**config.mk**
```make
export PLATFORM = sky130hd
export DESIGN_NAME = ffb_ctrl
export DESIGN_NICKNAME = d
export VERILOG_FILES = /design/src/ffb_pkg.sv /design/src/ffb_ctrl.sv
export SDC_FILE = /design/constraint.sdc
export NUM_CORES = 1
export LEC_CHECK = 0
export BUFFER_PORTS_ARGS = -buffer_cell sky130_fd_sc_hd__buf_2
export CAP_MARGIN = 0
export CORE_UTILIZATION = 40
export DETAILED_ROUTE_END_ITERATION = 8
export GPL_ROUTABILITY_DRIVEN = 0
export PLACE_DENSITY = 0.74
export SKIP_LAST_GASP = 1
export SLEW_MARGIN = 20
export SYNTH_ARGS = -nofsm -noshare
export SYNTH_HDL_FRONTEND = slang
export SYNTH_SLANG_ARGS = --single-unit
export TNS_END_PERCENT = 50
```
**constraint.sdc**
```tcl
create_clock -name clk -period 3.7 [get_ports clk]
set_input_delay 0.37 -clock clk [delete_from_list [all_inputs] [get_ports clk]]
set_output_delay 0.37 -clock clk [all_outputs]
set_load 0.1 [all_outputs]
```
**src/ffb_pkg.sv**
```systemverilog
package ffb_pkg;

  localparam int DEF_GRID_WIDTH  = 256;
  localparam int DEF_GRID_HEIGHT = 256;

  localparam int COUNT_W = 17;
  localparam logic [COUNT_W-1:0] COUNT_MAX = {COUNT_W{1'b1}};

  localparam int S_DATA_W = 16;
  localparam int M_DATA_W = 24;

  // Source of the grid memory address.
  typedef enum logic [1:0] {
    ADDR_IN   = 2'd0,
    ADDR_ITEM = 2'd1,
    ADDR_NBR  = 2'd2,
    ADDR_CLR  = 2'd3
  } addr_sel_t;

  // Neighbour visited around the current frontier cell.
  typedef enum logic [1:0] {
    DIR_XP = 2'd0,
    DIR_XM = 2'd1,
    DIR_YP = 2'd2,
    DIR_YM = 2'd3
  } dir_t;

  typedef struct packed {
    logic      load_item;
    logic      load_was;
    logic      load_out;
    logic      grid_re;
    logic      grid_we;
    logic      grid_wdata;
    addr_sel_t addr_sel;
    logic      q_re;
    logic      q_we;
    logic      q_from_item;
    dir_t      dir;
    logic      clr_step;
  } ffb_cmd_t;

  typedef struct packed {
    logic item_in_grid;
    logic op_ignite;
    logic grid_bit;
    logic queue_empty;
    logic nb_valid;
    logic clr_last;
  } ffb_stat_t;

endpackage

```
**src/ffb_ctrl.sv**
```systemverilog
module ffb_ctrl (
  input  logic               clk,
  input  logic               rst,
  input  logic               s_tvalid,
  output logic               s_tready,
  output logic               m_tvalid,
  input  logic               m_tready,
  input  ffb_pkg::ffb_stat_t st,
  output ffb_pkg::ffb_cmd_t  cmd
);
  import ffb_pkg::*;

  typedef enum logic [6:0] {
    S_CLEAR = 7'b0000001,
    S_IDLE  = 7'b0000010,
    S_LOOK  = 7'b0000100,
    S_DEQ   = 7'b0001000,
    S_NRD   = 7'b0010000,
    S_NCHK  = 7'b0100000,
    S_FIN   = 7'b1000000
  } state_t;

  state_t state;
  state_t state_next;
  dir_t   dir;
  dir_t   dir_next;

  assign s_tready = (state == S_IDLE);

  always_comb begin
    cmd        = '0;
    cmd.dir    = dir;
    state_next = state;
    dir_next   = dir;
    unique case (state)
      S_CLEAR: begin
        cmd.addr_sel   = ADDR_CLR;
        cmd.grid_we    = 1'b1;
        cmd.grid_wdata = 1'b0;
        cmd.clr_step   = 1'b1;
        if (st.clr_last) begin
          state_next = S_IDLE;
        end
      end
      S_IDLE: begin
        cmd.addr_sel = ADDR_IN;
        if (s_tvalid) begin
          cmd.load_item = 1'b1;
          cmd.grid_re   = 1'b1;
          state_next    = S_LOOK;
        end
      end
      S_LOOK: begin
        cmd.addr_sel = ADDR_ITEM;
        cmd.load_was = 1'b1;
        if (!st.item_in_grid) begin
          state_next = S_FIN;
        end else if (!st.op_ignite) begin
          cmd.grid_we    = 1'b1;
          cmd.grid_wdata = 1'b1;
          state_next     = S_FIN;
        end else if (st.grid_bit) begin
          // The starting tree burns at once and seeds the frontier.
          cmd.grid_we     = 1'b1;
          cmd.grid_wdata  = 1'b0;
          cmd.q_we        = 1'b1;
          cmd.q_from_item = 1'b1;
          state_next      = S_DEQ;
        end else begin
          state_next = S_FIN;
        end
      end
      S_DEQ: begin
        if (st.queue_empty) begin
          state_next = S_FIN;
        end else begin
          cmd.q_re   = 1'b1;
          dir_next   = DIR_XP;
          state_next = S_NRD;
        end
      end
      S_NRD: begin
        cmd.addr_sel = ADDR_NBR;
        if (st.nb_valid) begin
          cmd.grid_re = 1'b1;
          state_next  = S_NCHK;
        end else if (dir == DIR_YM) begin
          state_next = S_DEQ;
        end else begin
          dir_next = dir_t'(dir + 2'd1);
        end
      end
      S_NCHK: begin
        cmd.addr_sel = ADDR_NBR;
        if (st.grid_bit) begin
          cmd.grid_we    = 1'b1;
          cmd.grid_wdata = 1'b0;
          cmd.q_we       = 1'b1;
        end
        if (dir == DIR_YM) begin
          state_next = S_DEQ;
        end else begin
          dir_next   = dir_t'(dir + 2'd1);
          state_next = S_NRD;
        end
      end
      S_FIN: begin
        if (!m_tvalid || m_tready) begin
          cmd.load_out = 1'b1;
          state_next   = S_IDLE;
        end
      end
      default: begin
        state_next = S_CLEAR;
      end
    endcase
  end

  always_ff @(posedge clk) begin
    if (rst) begin
      state    <= S_CLEAR;
      dir      <= DIR_XP;
      m_tvalid <= 1'b0;
    end else begin
      state <= state_next;
      dir   <= dir_next;
      if (cmd.load_out) begin
        m_tvalid <= 1'b1;
      end else if (m_tready) begin
        m_tvalid <= 1'b0;
      end
    end
  end

endmodule

```
# --- Word level (Yosys, flattened, before mapping) ---
# Cells that the tools add are included.
totals:
  ff_bits: 10
  latchBits: 0
  mem_bits_rw: 0
  rom_bits: 0
  input_bits: 10
  output_inout_bits: 16
  wordCells: 63
  n_memories: 0
classes:
  addsub: 1
  n_mul: 0
  div_mod_pow: 0
  magnitude_cmp: 0
  n_eq_ne: 14
  n_shift: 0
  muxes: 38
  n_bitwise: 0
  reduce_logical: 7
ops:
  columns: ["cell", "n"]
  rows:
  - ["$mux 7", 9]
  - ["$pmux 7 s7", 1]
  - ["$mux 2", 9]
  - ["$pmux 2 s3", 3]
  - ["$mux 1", 13]
  - ["$ne 2x2->1 const B", 5]
  - ["$eq 7x1->1 const B", 1]
  - ["$eq 7x2->1 const B", 1]
  - ["$eq 7x3->1 const B", 1]
  - ["$eq 7x4->1 const B", 1]
  - ["$eq 7x5->1 const B", 1]
  - ["$eq 7x6->1 const B", 1]
  - ["$eq 7x7->1 const B", 1]
  - ["$mux 5", 1]
  - ["$pmux 1 s2", 2]
  - ["$reduce_and 4->1", 1]
  - ["$ne 3x3->1 const B", 1]
  - ["$reduce_and 3->1", 1]
  - ["$reduce_bool 3->1", 1]
  - ["$add 2x1->2 const B", 1]
  - ["$eq 2x2->1 const B", 1]
  - ["$reduce_bool 2->1", 1]
  - ["$reduce_or 2->1", 1]
  - ["$logic_not 1->1", 1]
  - ["$logic_or 1x1->1", 1]

# --- Depth between registers and ports, before layout ---
# Gate-level depths: netlist of the first run.
logic_depth:
  word_depth: 5
  depth_mapped: 6
  ltp_nobuf: 5

# --- Worst setup path before layout of the first run ---
# No wires, ideal clock.
synth_path:
  path_type: "reg2out"
  start: "register state[3]"
  end: "output cmd[10] (netlist name)"
  arrival_time_ns: 5.183
  slack_ns: -1.853
  path_stages_with_launch: 6
  path_buffers: 1
  cell_sequence: "dfxtp_1 -> buf_2 -> nor4_1 -> nor4b_1 -> nand2_1 -> nand2_1"
synth_lines:
  columns: ["item", "line_no", "source"]
  rows:
  - ["start, declared", "ffb_ctrl.sv:23", "state_t state;"]
  - ["start signal, assigned", "ffb_ctrl.sv:125", "state <= state_next;"]
  - ["end, declared", "ffb_ctrl.sv:9", "output ffb_pkg::ffb_cmd_t cmd"]

==> run summary, run 1 <==
status: completed
RSZ-0062 raised after global routing: no
Worst slew margin: 64.5%
share of cells above drive strength 1: 28.2%
Fin. Hold Viols: 0
final setup vio count: 0
number of vias per cell: 5.83
total inserted antenna cells: 0
initial antenna violation count: 0
Static Leak: 0.454 nW
YS warnings: 0
CP max FO: 13
syn_area_per_cell: 8.03 sq um
Max VDD drop: 0.000235 V
pre-CTS WS: 1380 ps
commonest non-fill, non-tap cell in the layout: buf_2
FFs w/ async S/R, synth: 0%
die extent in x: 47.5 um
Final min period: 2630 ps
CTS resizes: 0
Fmax: 380 MHz
DR DRC count: 0
worst slew pin tran: 532 ps
Cell Pwr Density: 448 nW/um^2
Final nets: 136
Hold WC Path Type: in -> reg
final period utilization: 71.2%
Seq/Total Area, Yosys: 24.2%
Post-CTS Setup Inserts: 0
fin cells: 151
final worst setup slack: 1070 ps
routed len/inst: 13.7 um
HP Start: rst
Clock Latency Late Sink: 270 ps
TritonCTS clock tree: yes
Initial Util: 42.2%
vias: 881
cell area after synthesis: 827 sq um
die footprint: 2250 sq um
Syn Nets: 114
worst setup path class: reg -> out
Yosys reg bits: 10
first-pass iteration count of the detailed router: 4
clock tree buffer depth: 2
crit path DAT: 2260 ps
Post-Route WL: 2070 um
CTS Root Cell: clkbuf_4
Main synth FF type: dfxtp_1
Worst Setup End Kind: output port
Setup TNS: 0 ps
FF-to-FF Start: state[2]
clk slew on worst S/H paths: 80 ps
# rows: 16
Pins Over Slew Limit: 0
DRT iter0 DRCs: 29
core area: 1960 sq um
hpwl dp: 1530 um
H-tree levels: 1
Post-synth EDFFs: 0
vias in the first global route: 758
Cell Count Post-Placement: 147
first-pass GRT wire length: 3080 um
Cell variety after synth: 42
Num Clock Sinks: 10
crit start category: flop
crit path from: state[6]
most frequent cells in the layout: 25 x buf_2, 10 x dfxtp_1, 9 x nand2_1, 8 x nor2_1, 8 x inv_1
PortBufs: 25
Top-Level Pins: 26
Die Span Y: 47.5 um
Area Growth Syn to Fin: 20.0%
Max-Cap Viols: 0
Max Clock Skew: 6.09 ps
gr usage total: 19.6%
post-route ant nets: 0
number of CTS-inserted buffers: 3
largest net degree at the start of global routing: 14
hold buffers post-CTS: 0
GRT Residual Overflow: 0
Syn Inst Count: 103
critical path data required time: 3330 ps
[path summary, 6_finish.rpt]
kind              cells after the start  slack, ps        to
hold / removal                        2        340  state[5]
hold reg to reg                       2        540    dir[1]
setup reg to reg                      4       1880  state[1]
setup / recovery                      5       1070    cmd[9]
[where the power goes]
group | switching (mW) | internal, mW
clock network | 0.0431 | 0.0599
registers | 0.0150 | 0.112
logic | 0.169 | 0.0449
total | 0.227 | 0.217
[layout make-up]
type                            instances  area, sq um
Clock buffer                            4         36.3
Fill cell                             221          970
Inverter                                8         30.0
Multi-Input combinational cell         77          567
Sequential cell                        10          200
Tap cell                               27         33.8
Timing Repair Buffer                   25          125
[synthesized netlist by cell type, types with 2 or more instances]
library cell,instances,area [sq um]
dfxtp_1,10,200
nand2_1,9,33.8
inv_1,8,30.0
nor2_1,8,30.0
buf_2,6,30.0
nor2b_1,4,25.0
nor4_1,4,25.0
a21oi_1,3,15.0
and3_1,3,18.8
nand3_1,3,15.0
nand4b_1,3,26.3
nor3b_1,3,22.5
a311o_1,2,20.0
a32oi_1,2,17.5
and4_1,2,17.5
nand3b_1,2,15.0
nand4_1,2,12.5
nor4b_1,2,17.5
o211ai_1,2,15.0
o21a_1,2,15.0
xor2_1,2,17.5
[sequential cells by signal, summed over array words and instances, names as in the netlist]
signal and count:
dir 2, m_tvalid 1, state 7
[cell families after synthesis]
family / share of synthesized area, %
simple gates: 40.4
compound gates: 20.4
flops: 24.2
fa+ha+maj: 2.72
buf+inv: 9.08
xor+xnor: 3.18
[critical path: stages, from the launching register on]
cell and delay (ps):
dfxtp_1 470, or3_4 480, nor3_2 280, a32oi_1 150, o21ai_1 160, buf_2 450
[routing by layer]
layer	global-route usage (%)	vias up	routed length [um]
li1	-	430	-
met1	23.1	415	909
met2	33.7	32	1060
met3	3.02	4	71
met4	11.4	0	27
met5	0	-	0
[per-stage QoR]
step / instance area, sq um / util [%] / hold WS (ps) / power (mW)
2_1_floorplan: 842 / - / 442 / 0.313
3_3_place_gp: 956 / 48.7 / 504 / 0.341
3_5_place_dp: 956 / 48.7 / 519 / 0.343
4_1_cts: 992 / 50.6 / 340 / 0.448
5_1_grt: 992 / 50.6 / 341 / 0.468
6_report: 992 / 50.6 / 338 / 0.444
Power figures use the tool's default switching activity.
==> run 2: changes to the inputs <==
Clock period 3.7 ns to 2.5 ns, I/O delays scaled along.
==> run summary, run 2 (synthesis gave the netlist of run 1 again) <==
status: completed
RSZ-0062 raised after global routing: yes
Reg-to-Reg End: dir[0]
worst setup path class: reg -> out
die footprint: 2250 sq um (unchanged)
Worst Setup End Kind: output port
Top Registers: state x7, dir x2, m_tvalid x1
number of CTS-inserted buffers: 3 (unchanged)
crit start category: flop
largest register by flop count: state
Cell Pwr Density: 633 nW/um^2 (+41%)
Worst slew margin: 64.6% (+0.13 points)
crit-path cells: or3_4 -> nor3_2 -> nand4b_1 -> nand2_4 -> buf_2
share of cells above drive strength 1: 35.4% (+7.2 points)
Clock Latency Late Sink: 270 ps (about the same)
vias: 894 (+1.5%)
TritonCTS clock tree: yes
post-route ant nets: 0 (unchanged)
routed len/inst: 14.0 um (+2.0%)
r2r setup slk: 670 ps (-1210 ps)
Final nets: 139 (+2.2%)
hold path depth: 2 (unchanged)
total inserted antenna cells: 0 (unchanged)
HP Start: rst
critical path data required time: 2250 ps (-1080 ps)
Largest stage delay, worst path: 420 ps (-60 ps)
Initial Util: 42.2% (unchanged)
H-tree levels: 1 (unchanged)
core area: 1960 sq um (unchanged)
# rows: 16 (unchanged)
DR DRC count: 0 (unchanged)
Fmax: 414 MHz
Max Clock Skew: 6.24 ps (+0.150 ps)
Die Span Y: 47.5 um (unchanged)
slowest CP cell: dfxtp_1
final setup vio count: 0 (unchanged)
Max VDD drop: 0.000452 V (+93%)
number of vias per cell: 5.81 (-0.50%)
largest net degree at the start of global routing: 13 (-1)
Final min period: 2420 ps
CP max FO: 9 (-4)
final period utilization: 96.6%
DRT iter0 DRCs: 32 (+10%)
clock tree buffer depth: 2 (unchanged)
initial antenna violation count: 0 (unchanged)
PortBufs: 25 (unchanged)
die extent in x: 47.5 um (unchanged)
hold buffers post-CTS: 0 (unchanged)
GRT Residual Overflow: 0 (unchanged)
clk slew on worst S/H paths: 70 ps (about the same)
Top-Level Pins: 26 (unchanged)
Max-Cap Viols: 0 (unchanged)
Num Clock Sinks: 10 (unchanged)
vias in the first global route: 776 (+2.4%)
Static Leak: 0.471 nW (+3.8%)
fillers: 214 (-3.2%)
Area Growth Syn to Fin: 28.3%
Hold WC Path Type: in -> reg
Fin. Hold Viols: 0 (unchanged)
CTS Root Cell: clkbuf_4
first-pass iteration count of the detailed router: 4 (unchanged)
worst slew pin tran: 530 ps (-1.89 ps)
Setup TNS: 0 ps (unchanged)
Hold EP: state[5]
Top delay family on crit path: simple AND/OR/NAND/NOR gates
Pins Over Slew Limit: 0 (unchanged)
fin cells: 154 (+2.0%)
FF-to-FF Start: state[3]
R2R depth: 4 (unchanged)
buffer and inverter count on the worst path: 1 (unchanged)
crit path DAT: 2170 ps (-90 ps)
first-pass GRT wire length: 3310 um (+7.2%)
hpwl dp: 1680 um (+9.9%)
Post-Route WL: 2150 um (+4.1%)
most frequent cells in the layout: 24 x buf_2, 9 x dfxtp_1, 7 x nor2_1, 7 x inv_1, 7 x nand2_1
gr usage total: 20.8% (+1.1 points)
Cell Count Post-Placement: 150 (+2.0%)
max reg flops: 7 (unchanged)
commonest non-fill, non-tap cell in the layout: buf_2
## run 2: layout make-up
cell class                 instances  area, sq um  area share [%]
inverter                           8         33.8            3.18
clock buffer                       4         36.3            3.42
sequential                        10          201            19.0
timing repair buffer              28          150            14.2
multi-input combinational         77          606            57.1
tap                               27         33.8            3.18
## run 2: report_power, final
part	switching [mW]	internal (mW)
clock network	0.0605	0.0886
registers	0.0132	0.166
logic	0.266	0.0779
total	0.339	0.333
## run 2: timing repair
item,4_1_cts,5_1_grt
endpoints found under the hold margin,0,0
resized for setup,0,1
setup endpoints to repair,0,2
setup buffers,0,0
## run 2: how the worst max path moves through the flow
stage | from | endpoint | cells past startpoint
after floorplan | state[5] | cmd[13] | 5
after global placement | state[1] | cmd[9] | 5
after detailed placement | state[1] | cmd[9] | 5
after CTS | state[1] | cmd[9] | 5
after global routing | state[1] | cmd[10] | 5
final | state[1] | cmd[10] | 5
## run 2: layer usage
layer  track usage, %  part of all wire (%)
met5                0                     0
met1             26.8                    43
met4             10.3                   2.7
met3             2.26                   7.3
met2             34.2                    47
## run 2: worst reg2reg max path: stages, from the launching register on
cell	delay, ps
dfxtp_1	620
nand3b_1	230
a2111oi_4	460
nor4_1	100
a311o_1	320
## run 2: per-stage QoR
stage / worst slack [ps] / instance area (sq um) / hold WS (ps) / utilization (%) / power (mW)
2_1_floorplan: -242 / 896 / 315 / - / 0.473
3_3_place_gp: 431 / 1020 / 500 / 52.1 / 0.520
3_5_place_dp: 367 / 1020 / 517 / 52.1 / 0.523
4_1_cts: 69.7 / 1060 / 223 / 54.0 / 0.673
5_1_grt: -31.7 / 1060 / 252 / 54.1 / 0.704
6_report: 84.3 / 1060 / 221 / 54.1 / 0.672
==> run 3: changes to the inputs <==
Settings changed: ABC_AREA set to 1, PLACE_DENSITY 0.74 to 0.75.
==> run summary, run 3 <==
largest register by flop count: state
Max VDD drop: 0.000386 V (-15%)
Cell Pwr Density: 668 nW/um^2 (+5.4%)
Cell variety after synth: 23 (-45%)
routed len/inst: 9.86 um (-29%)
max reg flops: 7 (unchanged)
Max-Cap Viols: 0 (unchanged)
Final min period: 1930 ps (-486 ps)
hold buffers post-CTS: 0 (unchanged)
critical path data required time: 2250 ps (about the same)
share of cells above drive strength 1: 36.7% (+1.2 points)
Syn Nets: 132 (+16%)
CTS resizes: 0 (unchanged)
Fmax: 518 MHz (+25%)
number of CTS-inserted buffers: 3 (unchanged)
Die Span Y: 45.1 um (-5.0%)
leading post-synthesis cells by cell area: dfxtp_1 27%, nand2_1 13%, nor2_1 11%
Post-synth EDFFs: 0 (unchanged)
Post-Route WL: 1730 um (-20%)
top cell type's share of synthesized area: 26.9% (+2.7 points)
DR DRC count: 0 (unchanged)
RSZ-0062 raised after global routing: no
DRT iter0 DRCs: 7 (-78%)
crit path DAT: 1680 ps (-490 ps)
H-tree levels: 1 (unchanged)
count leader, synth: nand2_1
Initial Util: 43.0% (+0.89 points)
Num Clock Sinks: 10 (unchanged)
final setup vio count: 0 (unchanged)
core area: 1730 sq um (-12%)
Top-Level Pins: 26 (unchanged)
Final nets: 162 (+17%)
hpwl dp: 1470 um (-12%)
CTS Root Cell: clkbuf_4
Hold WC Path Type: in -> reg
Post-CTS Setup Inserts: 0 (unchanged)
CP max FO: 7 (-2)
final period utilization: 77.2% (-19 points)
die footprint: 2030 sq um (-9.7%)
largest net degree at the start of global routing: 8 (-5)
TritonCTS clock tree: yes
cell area after synthesis: 743 sq um (-10%)
Seq/Total Area, Yosys: 26.9% (+2.7 points)
Final Cell Area: 947 sq um (-11%)
Synth area leader: dfxtp_1
GRT Residual Overflow: 0 (unchanged)
die extent in x: 45.1 um (-5.0%)
Yosys reg bits: 10 (unchanged)
Worst Setup End Kind: output port
PortBufs: 25 (unchanged)
clock tree buffer depth: 2 (unchanged)
clk slew on worst S/H paths: 70 ps (about the same)
gr usage total: 18.1% (-2.6 points)
Worst slew margin: 67.5% (+2.9 points)
worst slew pin tran: 490 ps (-40.0 ps)
top cells by count, synth: 26 x nand2_1, 21 x nor2_1, 17 x inv_1
syn_area_per_cell: 6.14 sq um (-24%)
most frequent cells in the layout: 26 x nand2_1, 25 x buf_2, 21 x nor2_1, 17 x inv_1
# rows: 15 (-1)
crit start category: flop
Main synth FF type: dfxtp_1
Top Registers: state x7, dir x2, m_tvalid x1
Fin. Hold Viols: 0 (unchanged)
Static Leak: 0.529 nW (+12%)
Pwr Total: 0.633 mW (-5.9%)
first-pass GRT wire length: 2610 um (-21%)
initial antenna violation count: 0 (unchanged)
Syn Inst Count: 121 (+17%)
status: completed
first-pass iteration count of the detailed router: 4 (unchanged)
Area Growth Syn to Fin: 27.4%
vias in the first global route: 657 (-15%)
post-route ant nets: 0 (unchanged)
Clock Latency Late Sink: 270 ps (about the same)
Placed Area: 911 sq um (-11%)
commonest non-fill, non-tap cell in the layout: nand2_1
Max Clock Skew: 3.00 ps (-3.24 ps)
FFs w/ async S/R, synth: 0% (unchanged)
vias: 801 (-10%)
Pins Over Slew Limit: 0 (unchanged)
total inserted antenna cells: 0 (unchanged)
YS warnings: 0 (unchanged)
worst setup path class: reg -> out
number of vias per cell: 4.58 (-21%)
==> run 3: cell types whose count changed after synthesis, sizes merged, moves of 3 or more <==
cell	previous run	this run
nand4b	3	0
nor4	4	1
nor2	8	27
nor3b	3	0
nand2	9	34
and3	3	0
buf	7	0
inv	8	22
nor2b	4	0
nand3	3	12
==> run 3: layout make-up <==
cell class                      instances  area, sq um
Clock buffer                            4         36.3
Multi-Input combinational cell         88          467
Sequential cell                        10          200
Tap cell                               25         31.3
Fill cell                             177          779
Timing Repair Buffer                   25          125
Inverter                               23         87.6
==> run 3: worst paths after layout <==
kind / endpoint / slack, ps / cells after the start / startpoint
min: state[5] / 180 / 2 / rst
max reg2reg: state[3] / 1220 / 7 / dir[0]
max: cmd[10] / 570 / 8 / state[5]
min reg2reg: dir[1] / 510 / 2 / dir[1]
==> run 3: report_power, final <==
part	leakage, nW	switching [mW]	internal, mW
combinational	0.427	0.262	0.0540
sequential	0.0811	0.00383	0.167
clock	0.0210	0.0579	0.0886
total	0.529	0.323	0.309
==> run 3: cells by family after synthesis <==
| group | synth area share [%] |
|---|---|
| fa+ha+maj | 1.68 |
| buf+inv | 11.8 |
| compound gates | 5.22 |
| flops | 26.9 |
| simple gates | 54.4 |
==> run 3: critical path, stage by stage, from the launching register on <==
cell and delay, ps:
dfxtp_1 330, inv_2 80, nand2_4 60, nor2_4 180, nand2_1 130, nor2_2 110, inv_1 60, nand2_1 50
buf_2 420
==> run 3: metrics by stage <==
| stage | util (%) | cells | TNS, ps | hold WS (ps) | worst slack (ps) |
|---|---|---|---|---|---|
| global route | 54.9 | 175 | 0 | 177 | 438 |
| detailed placement | 52.8 | 171 | 0 | 462 | 866 |
| floorplan | - | 121 | -205 | 322 | -113 |
| global placement | 52.8 | 171 | 0 | 459 | 893 |
| finish | 54.9 | 175 | 0 | 176 | 570 |
| CTS | 54.9 | 175 | 0 | 167 | 553 |
==> run 3: metal layers <==
| metal | global-route usage [%] | part of all wire, % | vias to the layer above |
|---|---|---|---|
| li1 | - | - | 429 |
| met1 | 19.9 | 44 | 346 |
| met2 | 31.9 | 49 | 19 |
| met3 | 6.00 | 4.1 | 7 |
| met4 | 7.27 | 2.2 | 0 |
| met5 | 0 | 0 | - |
